File: config.mk
export PLATFORM = sky130hd
export DESIGN_NAME = lcd_9bit_pixel_packer_core
export DESIGN_NICKNAME = d
export VERILOG_FILES = /design/src/design/lcdpk_pkg.sv /design/src/design/lcdpk_pack.sv /design/src/design/lcdpk_emit.sv /design/src/design/lcd_9bit_pixel_packer_core.sv
export SDC_FILE = /design/constraint.sdc
export NUM_CORES = 1
export LEC_CHECK = 0
export ABC_AREA = 0
export BUFFER_PORTS_ARGS = -buffer_cell sky130_fd_sc_hd__buf_2
export CAP_MARGIN = 10
export CORE_MARGIN = 5
export CORE_UTILIZATION = 40
export CTS_BUF_LIST = sky130_fd_sc_hd__clkbuf_8
export CTS_CLUSTER_DIAMETER = 60
export CTS_CLUSTER_SIZE = 24
export DETAILED_ROUTE_END_ITERATION = 6
export GPL_TIMING_DRIVEN = 0
export PLACE_DENSITY_LB_ADDON = 0.3
export SLEW_MARGIN = 30
export SYNTH_ARGS = -nofsm -noshare
export SYNTH_HDL_FRONTEND = slang
export SYNTH_SLANG_ARGS = --single-unit
File: constraint.sdc
create_clock -name clk -period 10.9 [get_ports clk]
set_input_delay 2.18 -clock clk [delete_from_list [all_inputs] [get_ports clk]]
set_output_delay 2.18 -clock clk [all_outputs]
set_load 0.01 [all_outputs]
File: src/design/lcdpk_pkg.sv
// Types and constants shared by the 9-bit LCD pixel packer.
// No dependencies. Imported by every module of the block.
`default_nettype none

package lcdpk_pkg;

  localparam int PIX_W       = 12;
  localparam int BYTE_W      = 8;
  localparam int GRP_BYTES   = 5;   // most bytes one pixel pair can produce
  localparam int GRP_CNT_W   = 3;
  localparam int RES_W       = 7;   // leftover stream bits kept between pairs
  localparam int RES_CNT_W   = 3;
  localparam int PAIR_BITS   = 27;  // three 9-bit words
  localparam int STREAM_W    = RES_W + PAIR_BITS;
  localparam int ALIGN_W     = GRP_BYTES * BYTE_W;

  typedef struct packed {
    logic [PIX_W-1:0] pixel;
    logic             end_of_frame;
  } pix_word_t;

  typedef struct packed {
    logic [BYTE_W-1:0] out_byte;
    logic              last_of_burst;
  } byte_word_t;

  // Bytes produced by one pixel pair; entry 0 goes out first.
  typedef struct packed {
    logic [GRP_BYTES-1:0][BYTE_W-1:0] bytes;
    logic [GRP_CNT_W-1:0]             count;
    logic                             last;   // final byte closes the burst
  } byte_grp_t;

endpackage

`default_nettype wire

File: src/design/lcdpk_pack.sv
// Input register, pixel pairing and bit packing for the 9-bit LCD packer.
// Depends on lcdpk_pkg. Hands one byte group per pixel pair to lcdpk_emit.
`default_nettype none

module lcdpk_pack #(
  parameter int BURST_PIXELS = 128
) (
  input  wire                  clk,
  input  wire                  rst_n,
  input  wire                  in_valid,
  input  lcdpk_pkg::pix_word_t in_data,
  output logic                 in_stall,
  output logic                 grp_vld,
  output lcdpk_pkg::byte_grp_t grp,
  input  wire                  grp_free
);
  import lcdpk_pkg::*;

  localparam int CNT_W = $clog2(BURST_PIXELS);

  pix_word_t          in_r;
  logic               in_vld_r;
  logic [PIX_W-1:0]   held_pixel_r;
  logic               held_vld_r;
  logic [RES_W-1:0]   residue_r, residue_nxt;
  logic [RES_CNT_W-1:0] rcnt_r, rcnt_nxt;
  logic [CNT_W-1:0]   burst_cnt_r, burst_cnt_nxt;

  logic               hold_only;
  logic               adv;
  logic               flush;
  logic [PIX_W-1:0]   p0, p1;
  logic [PAIR_BITS-1:0] words;
  logic [RES_W-1:0]   res_mask, rem_mask;
  logic [STREAM_W-1:0] stream;
  logic [ALIGN_W-1:0] aligned;
  logic [5:0]         tot_bits;
  logic [GRP_CNT_W-1:0] nfull;
  logic [RES_CNT_W-1:0] rem;

  assign hold_only = !held_vld_r && !in_r.end_of_frame;
  // A held-only word never needs the emitter, so it moves on regardless.
  assign adv       = in_vld_r && (hold_only || grp_free);
  assign in_stall  = in_vld_r && !adv;
  assign grp_vld   = in_vld_r && !hold_only && grp_free;

  always_comb begin
    if (held_vld_r) begin
      p0 = held_pixel_r;
      p1 = in_r.pixel;
    end else begin
      p0 = in_r.pixel;
      p1 = '0;
    end
    words = {1'b1, p0[11:4], 1'b1, p0[3:0], p1[11:8], 1'b1, p1[7:0]};

    res_mask = RES_W'((8'd1 << rcnt_r) - 8'd1);
    stream   = {residue_r & res_mask, words};
    // Left-align the valid bits so byte 0 sits at the top; pad bits come in as zero.
    aligned  = {stream, 6'b0} << (3'd7 - rcnt_r);

    tot_bits = 6'(PAIR_BITS) + 6'(rcnt_r);
    nfull    = GRP_CNT_W'(tot_bits >> 3);
    rem      = tot_bits[2:0];
    rem_mask = RES_W'((8'd1 << rem) - 8'd1);

    flush = in_r.end_of_frame ||
            (({1'b0, burst_cnt_r} + (CNT_W+1)'(2)) >= (CNT_W+1)'(BURST_PIXELS));

    for (int i = 0; i < GRP_BYTES; i++) begin
      grp.bytes[i] = aligned[ALIGN_W-1-BYTE_W*i -: BYTE_W];
    end
    grp.count = nfull + GRP_CNT_W'(flush && (rem != '0));
    grp.last  = flush;

    if (flush) begin
      residue_nxt   = '0;
      rcnt_nxt      = '0;
      burst_cnt_nxt = '0;
    end else begin
      residue_nxt   = stream[RES_W-1:0] & rem_mask;
      rcnt_nxt      = rem;
      burst_cnt_nxt = burst_cnt_r + CNT_W'(2);
    end
  end

  always_ff @(posedge clk) begin
    if (!rst_n) begin
      in_vld_r     <= 1'b0;
      held_vld_r   <= 1'b0;
      held_pixel_r <= '0;
      residue_r    <= '0;
      rcnt_r       <= '0;
      burst_cnt_r  <= '0;
    end else begin
      if (!in_stall) begin
        in_vld_r <= in_valid;
        in_r     <= in_data;
      end
      if (adv) begin
        if (hold_only) begin
          held_pixel_r <= in_r.pixel;
          held_vld_r   <= 1'b1;
        end else begin
          held_pixel_r <= '0;
          held_vld_r   <= 1'b0;
          residue_r    <= residue_nxt;
          rcnt_r       <= rcnt_nxt;
          burst_cnt_r  <= burst_cnt_nxt;
        end
      end
    end
  end

endmodule

`default_nettype wire

File: src/design/lcdpk_emit.sv
// Result register of the 9-bit LCD packer: holds one byte group and sends
// it one byte per word. Depends on lcdpk_pkg.
`default_nettype none

module lcdpk_emit (
  input  wire                   clk,
  input  wire                   rst_n,
  input  wire                   grp_load,
  input  lcdpk_pkg::byte_grp_t  grp,
  output logic                  grp_free,
  output logic                  out_valid,
  output lcdpk_pkg::byte_word_t out_data,
  input  wire                   out_stall
);
  import lcdpk_pkg::*;

  byte_grp_t            grp_r;
  logic                 grp_vld_r;
  logic [GRP_CNT_W-1:0] idx_r;
  logic                 out_acc;
  logic                 at_end;
  logic                 done;

  assign at_end   = (idx_r == GRP_CNT_W'(grp_r.count - GRP_CNT_W'(1)));
  assign out_acc  = grp_vld_r && !out_stall;
  assign done     = out_acc && at_end;
  assign grp_free = !grp_vld_r || done;

  assign out_valid              = grp_vld_r;
  assign out_data.out_byte      = grp_r.bytes[idx_r];
  assign out_data.last_of_burst = grp_r.last && at_end;

  always_ff @(posedge clk) begin
    if (!rst_n) begin
      grp_vld_r <= 1'b0;
      idx_r     <= '0;
    end else begin
      if (grp_load) begin
        grp_vld_r <= 1'b1;
        grp_r     <= grp;
        idx_r     <= '0;
      end else if (done) begin
        grp_vld_r <= 1'b0;
      end else if (out_acc) begin
        idx_r <= idx_r + GRP_CNT_W'(1);
      end
    end
  end

endmodule

`default_nettype wire

File: src/design/lcd_9bit_pixel_packer_core.sv
// Top level of the 9-bit LCD pixel packer: pairs 12-bit pixels into three
// 9-bit words and sends them as a byte stream. Uses lcdpk_pack, lcdpk_emit.
//
//   channel | ports                          | word
//   --------+--------------------------------+-------------------------------
//   input   | in_valid, in_stall, in_data    | pixel, end_of_frame
//   output  | out_valid, out_stall, out_data | out_byte, last_of_burst
//
// A pixel word waits in the input register; a pair's 3 to 5 bytes then leave
// from the result register at one byte per cycle while out_stall is low.
// The next group loads in the cycle its predecessor's last byte is taken.
// Synchronous active-low reset clears held pixel, residue, burst count and both valid flags.
// out_stall holds the current byte; back-pressure reaches in_stall directly.
`default_nettype none

module lcd_9bit_pixel_packer_core #(
  parameter int BURST_PIXELS = 128
) (
  input  wire                   clk,
  input  wire                   rst_n,
  input  wire                   in_valid,
  input  lcdpk_pkg::pix_word_t  in_data,
  output logic                  in_stall,
  output logic                  out_valid,
  output lcdpk_pkg::byte_word_t out_data,
  input  wire                   out_stall
);
  import lcdpk_pkg::*;

  logic      grp_vld;
  logic      grp_free;
  byte_grp_t grp;

  lcdpk_pack #(
    .BURST_PIXELS(BURST_PIXELS)
  ) u_pack (
    .clk      (clk),
    .rst_n    (rst_n),
    .in_valid (in_valid),
    .in_data  (in_data),
    .in_stall (in_stall),
    .grp_vld  (grp_vld),
    .grp      (grp),
    .grp_free (grp_free)
  );

  lcdpk_emit u_emit (
    .clk       (clk),
    .rst_n     (rst_n),
    .grp_load  (grp_vld),
    .grp       (grp),
    .grp_free  (grp_free),
    .out_valid (out_valid),
    .out_data  (out_data),
    .out_stall (out_stall)
  );

endmodule

`default_nettype wire
==> Flow_metrics.wiki <==
{| class="wikitable"
! Metric !! Value
|-
| Result of the run || completed
|-
| Hold-critical path depth || 2
|-
| Sinks on the clock net || 85
|-
| Final Critical Period || approximately 5.4 ns
|-
| Nets@finish || 560
|-
| Top cells by area, synth || sky130_fd_sc_hd__edfxtp_1, sky130_fd_sc_hd__dfxtp_1, sky130_fd_sc_hd__mux4_2
|-
| Aggregate negative setup slack || 0 ns
|-
| Gate Count Post-Synth || 487
|-
| Number of core rows || 40
|-
| Clock latency reported for the late side of the worst-skew pair || 0.36 ns
|-
| Depth of the CTS H-tree || 3
|-
| Arrival time reported for the critical path endpoint || 3.17 ns
|-
| Post-synthesis area per instance || 10.1 µm²
|-
| Overall global routing resource usage || 17.5%
|-
| Setup violators final || 0
|-
| Clock share of power || approximately 34%
|-
| Sequential element share of the synthesized area || 44.9%
|-
| Starting DRC count in detailed routing || 320
|-
| Post-synthesis cell area || between 4000 and 5000 µm²
|-
| Number of max-cap violations || 0
|-
| Final routed wire length divided by cell count || 17.6 µm
|-
| Largest vdd supply drop || 77.6 µV
|-
| Chip Width || 121 µm
|-
| Most used DFF post-synth || sky130_fd_sc_hd__edfxtp_1
|-
| First-pass DRT Iterations || 5
|-
| Drt via density || 5.60
|-
| Floorplan core area || 12,100 µm²
|-
| Proportion of power drawn by combinational gates || 13.0%
|-
| Number of distinct standard cells referenced by the synthesized netlist || 51
|-
| Half-perimeter wire length of the detailed placement result || 9370 µm
|-
| Number of enable-type register cells in the synthesized netlist || 51
|-
| Share of synthesized flip-flops with an asynchronous set or reset || 0%
|-
| Utilization after layout || 45.5%
|-
| Worst-case reg-to-reg path depth || 9
|-
| Setup repair after global routing missed its margin || no
|-
| Post-CTS setup buffer count || 0
|-
| Fmax || 187 MHz
|-
| Psw || 0.170 mW
|-
| Largest buffer count on any clock path || 2
|-
| Via count of the routed design || slightly below 4,000
|-
| Worst Skew || 0.0132 ns
|-
| Number of buffers inserted during clock tree synthesis || 9
|-
| Fraction of final layout cells with drive strength greater than 1 || 14.0%
|-
| Initial Utilization || between 40% and 50%
|-
| CTS tree || yes
|-
| Floorplan die area || 14,600 µm²
|-
| Number of synthesis warnings || 0
|-
| Required time at the endpoint of the critical path || 8.72 ns
|-
| Dominant cell type by area after synthesis || sky130_fd_sc_hd__edfxtp_1
|-
| Buffers on Ports || 26
|-
| Switching power as a share of total power || 25.0%
|-
| Global-route wire length before repair || approximately 20,000 µm
|-
| Signed area change from the synthesized netlist to the final layout || 11.6%
|-
| Leakage power || 1.90 nW
|-
| CTS Root Buffer Type || sky130_fd_sc_hd__clkbuf_8
|-
| Grt total ovfl || 0
|-
| Post-cts resize count || 0
|-
| FF+latch area || 2210 µm²
|-
| Number of hold buffers added after cts || 0
|-
| Startpoint kind of the worst setup timing path || input port
|-
| Type of the worst setup path || input port to output port
|-
| Source of the worst register-to-register timing path || u_pack.rcnt_r[0]
|-
| Register bit total from synthesis || 85
|-
| Launch point of the worst path || out_stall
|-
| Area used by multi-input combinational logic || 2520 µm²
|-
| Hold WC Path Type || register to register
|-
| Clock transition at path regs || 0.08 ns
|-
| Worst slew margin relative to its limit || 37.8%
|-
| Final period utilization || 49.1%
|-
| Hold path start || u_pack.burst_cnt_r[6]
|-
| Antenna violations before repair || 0
|-
| Total I/O pin count || 28
|-
| Pin count of the biggest net entering global routing || 22
|-
| Post-route antenna net violation count || 0
|-
| Pwr dens || 124 nW/µm²
|-
| Slew at the pin with the worst max-slew slack || 0.930 ns
|-
| GP Congestion || 0.953
|-
| Syn nets || between 500 and 600
|-
| Fraction of synthesized cell area taken by the top area cell type || 31.1%
|-
| Total of fill cells in the finished design || 1,143
|-
| Count of antenna diodes in the layout || 0
|-
| Final hold violations || 0
|-
| Final wirelength || approximately 12,000 µm
|-
| Number of design rule violations left after detail routing || 0
|-
| Maximum fanout count along the critical path || 4
|-
| Vias in the first global route || 3,789
|-
| Type of destination of the critical path || output port
|-
| Max-slew violation count || 0
|-
| Power share of the sequential group || between 50% and 60%
|-
| Internal power component || 0.512 mW
|-
| Die span in y || between 100 and 150 µm
|}
[sequential cells by signal (all words and copies together) (netlist names)]
register,count
u_pack.rcnt_r,3
u_pack.burst_cnt_r,6
u_emit.idx_r,3
u_emit.out_valid,1
u_pack.in_r,13
u_pack.residue_r,7
u_emit.grp_r,38
u_pack.in_vld_r,1
u_pack.held_pixel_r,12
u_pack.held_vld_r,1
[power groups by stage]
| stage | logic (mW) | clock network, mW | registers, mW |
|---|---|---|---|
| 6_report | 0.0890 | 0.233 | 0.360 |
| 5_1_grt | 0.0972 | 0.254 | 0.361 |
| 4_1_cts | 0.0879 | 0.240 | 0.360 |
| 3_5_place_dp | 0.0876 | 0 | 0.367 |
| 3_3_place_gp | 0.0854 | 0 | 0.367 |
| 2_1_floorplan | 0.0616 | 0 | 0.364 |
[worst max-delay path, stage by stage]
cell                      delay, ns
sky130_fd_sc_hd__buf_2         0.12
sky130_fd_sc_hd__o41ai_4       0.53
sky130_fd_sc_hd__nor2_1        0.16
sky130_fd_sc_hd__buf_2         0.18
[path summary, 6_finish.rpt]
check	slack (ns)	to
max	5.55	in_stall
min	0.49	u_pack.burst_cnt_r[6]
max reg2reg	7.17	u_emit.grp_r[9]
min reg2reg	0.49	u_pack.burst_cnt_r[6]
[Yosys cell counts (all sizes together) (6+ instances only)]
master	n
a21oi	31
a22oi	14
buf	11
and3	6
nor2	42
ha	18
nand3	23
nor2b	13
mux2	7
inv	12
mux4	16
or3	6
xnor2	9
clkbuf	24
o211ai	6
edfxtp	51
mux2i	23
dfxtp	34
o21ai	38
nand2	50
[routing by layer]
metal  vias up  wire length (µm)  global-route usage [%]
met2       129              5500                    26.7
li1       1875                 -                       -
met1      1884              5810                    24.8
met4         0               210                    4.96
met5         -                 0                       0
met3        22               761                    4.20
[final cells by class]
class | instances | share of cell area, %
buffer | 35 | 2.64
clock buffer | 9 | 2.25
clock inverter | 7 | 1.53
inverter | 13 | 0.888
multi-input combinational | 354 | 46.0
sequential | 85 | 40.3
tap | 168 | 3.83
timing repair buffer | 27 | 2.64
[cell usage in the layout, fill, tap and decap left out, types with 4 or more instances in the layout]
cell type                  synthesis  layout
sky130_fd_sc_hd__o22ai_1           5       5
sky130_fd_sc_hd__mux4_2           16      16
sky130_fd_sc_hd__a22o_1            5       5
sky130_fd_sc_hd__mux2_2            7       7
sky130_fd_sc_hd__nand3b_1          4       4
sky130_fd_sc_hd__nor2_1           42      41
sky130_fd_sc_hd__a21oi_1          31      31
sky130_fd_sc_hd__clkbuf_1         24      24
sky130_fd_sc_hd__or3_1             6       6
sky130_fd_sc_hd__o21ai_0          36      36
sky130_fd_sc_hd__ha_1             18      18
sky130_fd_sc_hd__inv_1            12      15
sky130_fd_sc_hd__edfxtp_1         51      51
sky130_fd_sc_hd__a211oi_1          4       4
sky130_fd_sc_hd__buf_2             5      31
sky130_fd_sc_hd__mux2i_1          23      23
sky130_fd_sc_hd__nand2_1          50      50
sky130_fd_sc_hd__o211ai_1          6       6
sky130_fd_sc_hd__a22oi_1          14      14
sky130_fd_sc_hd__dfxtp_1          34      34
sky130_fd_sc_hd__nand3_1          23      23
sky130_fd_sc_hd__nor2b_1          13      13
sky130_fd_sc_hd__xnor2_1           9       9
sky130_fd_sc_hd__clkbuf_8          0       9
sky130_fd_sc_hd__and3_1            6       6
sky130_fd_sc_hd__buf_1             5       5
[logic make-up after synthesis]
kind of cell,count (synthesis),synth area share (%)
AO/OA/AOI/OAI,118,15.1
XOR/XNOR,12,2.44
adder cells (fa/ha/maj),18,4.57
buffers and inverters,48,3.94
flip-flops,85,44.9
multiplexers,46,13.6
AND/OR/NAND/NOR,160,15.4
[through the flow]
| stage | worst slack [ns] | cell area (µm²) | std cells | power [mW] | hold WS, ns |
|---|---|---|---|---|---|
| global placement | 4.87 | 5260 | 681 | 0.453 | 0.461 |
| CTS | 5.56 | 5490 | 698 | 0.688 | 0.490 |
| finish | 5.55 | 5490 | 698 | 0.682 | 0.486 |
| floorplan | 5.83 | 4920 | 487 | 0.425 | 0.437 |
| detailed placement | 5.56 | 5290 | 682 | 0.455 | 0.478 |
| global route | 5.50 | 5490 | 698 | 0.713 | 0.506 |
(Power assumes the default switching activity.)
